**src/rtl/knms_sqdiff.sv**
```systemverilog
// ----------------------------------------------------------------------------
// knms_sqdiff
// Shared arithmetic unit: squared absolute difference with a registered
// result, used for the diameter limit and for each coordinate distance.
// ----------------------------------------------------------------------------
module knms_sqdiff #(
    parameter int W = 12
) (
    input  logic           i_clk,
    input  logic [W-1:0]   i_a,
    input  logic [W-1:0]   i_b,
    output logic [2*W-1:0] o_sq
);
    logic [W-1:0]   diff;
    logic [2*W-1:0] r_sq;

    assign diff = (i_a >= i_b) ? (i_a - i_b) : (i_b - i_a);

    always_ff @(posedge i_clk) begin
        r_sq <= (2*W)'(diff) * (2*W)'(diff);
    end

    assign o_sq = r_sq;
endmodule

```
**config.mk**
```make
export PLATFORM = sky130hd
export DESIGN_NAME = knms_sqdiff
export DESIGN_NICKNAME = d
export VERILOG_FILES = /design/src/rtl/knms_sqdiff.sv
export SDC_FILE = /design/constraint.sdc
export NUM_CORES = 1
export LEC_CHECK = 0
export BUFFER_PORTS_ARGS = -buffer_cell sky130_fd_sc_hd__buf_2
export CAP_MARGIN = 25
export CORE_UTILIZATION = 60
export DETAILED_ROUTE_END_ITERATION = 10
export PLACE_DENSITY = 0.8
export SETUP_SLACK_MARGIN = 0.3
export SLEW_MARGIN = 10
export SYNTH_ARGS = -nofsm -noshare
export SYNTH_HDL_FRONTEND = slang
export SYNTH_SLANG_ARGS = --single-unit
export TNS_END_PERCENT = 5
```
**constraint.sdc**
```tcl
create_clock -name i_clk -period 20.6 [get_ports i_clk]
set_input_delay 3.09 -clock i_clk [delete_from_list [all_inputs] [get_ports i_clk]]
set_output_delay 3.09 -clock i_clk [all_outputs]
set_load 0.02 [all_outputs]
```
==> metrics.txt <==
initial antenna violation count=0; Clock transition at path regs=roughly 110 ps; CP max stage cell=xnor2_2; Die H=roughly 100 µm; Slew HR=roughly 41%; HPWL after detailed placement=just under 10 mm; cts bufs inserted=3; max reg flops=23; Period minus WS final=10560 ps; Initial Utilization=61.76%; sequential-to-total area share from yosys stat=8.068%; Slew @ Worst Pin=881.6 ps; postcts setup bufs=0; core region area=9240 µm²; Top cell by count, worst path=fa_1; Port Buf Inserts=between 40 and 50; clock tree from TritonCTS=done; critical path required time=roughly 21000 ps; Data arrival, critical path=around 11000 ps; final net count=roughly 880; Routed WL=about 11 mm; post-route cell area=6042 µm²; routed via count=roughly 4.3k; crit path kind=in -> reg; number of flops mapped to enable cells by yosys=0; Vias/cell=5.276; status=completed; post-synth top area share=about 29%; first-pass detailed-route iteration total=4; Distinct cells, synth=68; Final Hold Viols=0; H-tree depth=1; # setup viols final=0; first-pass GRT wire length=approximately 20 mm; drt wl/cell=around 14 µm; pre-CTS WS=a little under 10000 ps; final setup TNS=0 ps; die extent in x=around 100 µm; Peak Freq=between 0.09 and 0.1 GHz; reported max-cap violation count=0; dominant cell type by area after synthesis=fa_1; Final ANT Viol Nets=0; Yosys reg bits=23; Area contributors post-synth=fa_1, ha_1, inv_1; row cnt=35; syn_area_per_cell=8.726 µm²; Synth warnings=0; # hold bufs at CTS=0; CP endpoint kind=register; # resized after CTS=0; Hold Crit Class=in -> reg; Clock Sinks=23; Die Area=around 10000 µm²; num ports=a little under 50; fillers=roughly 800; post-route clock period utilization=51.25%; n_diodes=0; share of flip-flops with an asynchronous set or reset=0%; Bufs on Longest Clock Path=2; RSZ-0062 raised after global routing=false; Mapped Cells=~650; Setup crit start kind=primary input; post-layout worst setup margin=~10000 ps; count of pins over their slew limit=0; First DRT Iteration DRCs=about 180; CP Max Fanout=17; Syn Nets=840; post-placement cell area=between 5000 and 6000 µm²; clk root buf=clkbuf_8; largest net degree at the start of global routing=18; Max stage delay on crit path=approximately 720 ps; GR Util All Layers=between 20% and 30%; Synth-to-Final Area Change=5.876%; DRC=0; Post-Syn Area=5707 µm²; ys flop type=dfxtp_1; layout cells sized above 1=around 13%; gpl congestion=between 0.9 and 1; Congestion Overflow GR=0; vias in the first global route=approximately 4.6k
cells in the mapped netlist, drive strengths merged, types with 3 or more instances:
library cell  count
inv             164
fa               83
ha               78
nor2             62
nand2            27
a21oi            26
dfxtp            23
o21ai            22
xnor2            18
nand2b           14
nor3             13
buf              12
xor2             12
a21o             10
or2               9
nand3             7
o21a              7
nor2b             6
or3               5
a31oi             4
and2              4
and3              4
a211o             3
a211oi            3
a221oi            3
o31ai             3
per-layer routing:
layer | vias to the layer above | track usage [%] | share of wire (%)
li1 | 2113 | - | -
met1 | 2066 | 31.72 | 43
met2 | 118 | 46.15 | 50
met3 | 29 | 3.303 | 4.7
met4 | 0 | 9.615 | 2.7
met5 | - | 0 | 0
stage by stage:
| step | utilization (%) | cells | hold WS, ps |
|---|---|---|---|
| floorplan | - | 654 | 3429 |
| global placement | 64.89 | 816 | 3505 |
| detailed placement | 64.89 | 816 | 3504 |
| CTS | 65.39 | 820 | 3501 |
| global route | 65.39 | 820 | 3540 |
| finish | 65.39 | 820 | 3507 |
kinds of logic (layout without fill, tap and decap cells):
group / Yosys count / count (layout) / share of synthesized area (%)
compound gates: 100 / 100 / 12.94
xor+xnor: 30 / 30 / 5.723
fa+ha+maj: 161 / 161 / 46.22
buf+inv: 180 / 217 / 12.89
flops: 23 / 23 / 8.068
mux: 2 / 2 / 0.3508
other cells: 1 / 1 / 0.06571
simple gates: 157 / 157 / 13.75
cell usage in the layout, fill, tap and decap left out, types with 3 or more instances in the layout:
master	netlist	routed
nand2b_1	14	14
clkbuf_8	0	3
a211o_1	3	3
xor2_2	4	4
a21oi_1	22	22
fa_1	83	83
inv_2	4	4
inv_1	159	159
nor2b_1	6	6
nor3_1	11	11
or2_2	3	3
xnor2_1	15	15
a31oi_1	3	3
o21a_1	7	7
a21oi_2	4	4
and3_1	4	4
nand3_1	7	7
dfxtp_1	23	23
and2_1	4	4
nand2_1	27	27
or2_1	6	6
ha_1	78	78
or3_1	4	4
xor2_1	8	8
buf_2	2	47
a21o_1	10	10
o21ai_0	12	12
o21ai_1	8	8
nor2_1	60	60
a221oi_1	3	3
worst max-delay path, delay by kind of cell:
| kind | cells | cell delay [ps] |
|---|---|---|
| fa+ha+maj | 7 | 3220 |
| buf+inv | 5 | 360 |
| simple gates | 3 | 610 |
| compound gates | 9 | 2560 |
| xor+xnor | 2 | 870 |
cell type report:
cell class	instances	area (µm²)	share of cell area, %
Multi-Input combinational cell	451	4511	74.65
Inverter	166	628.1	10.40
Sequential cell	23	460.4	7.621
Timing Repair Buffer	47	235.2	3.893
Tap cell	129	161.4	2.671
Clock buffer	3	41.29	0.6834
Clock inverter	1	5.005	0.08283
final timing paths:
check	start	endpoint	slack, ps	cells after the start
worst max-delay path	i_a[1]	o_sq[22]	10040	26
worst min-delay path	i_b[0]	o_sq[0]	3510	3
Power is not shown: default switching activity piles up to over one toggle a cycle in this logic, so the estimate is an artifact.
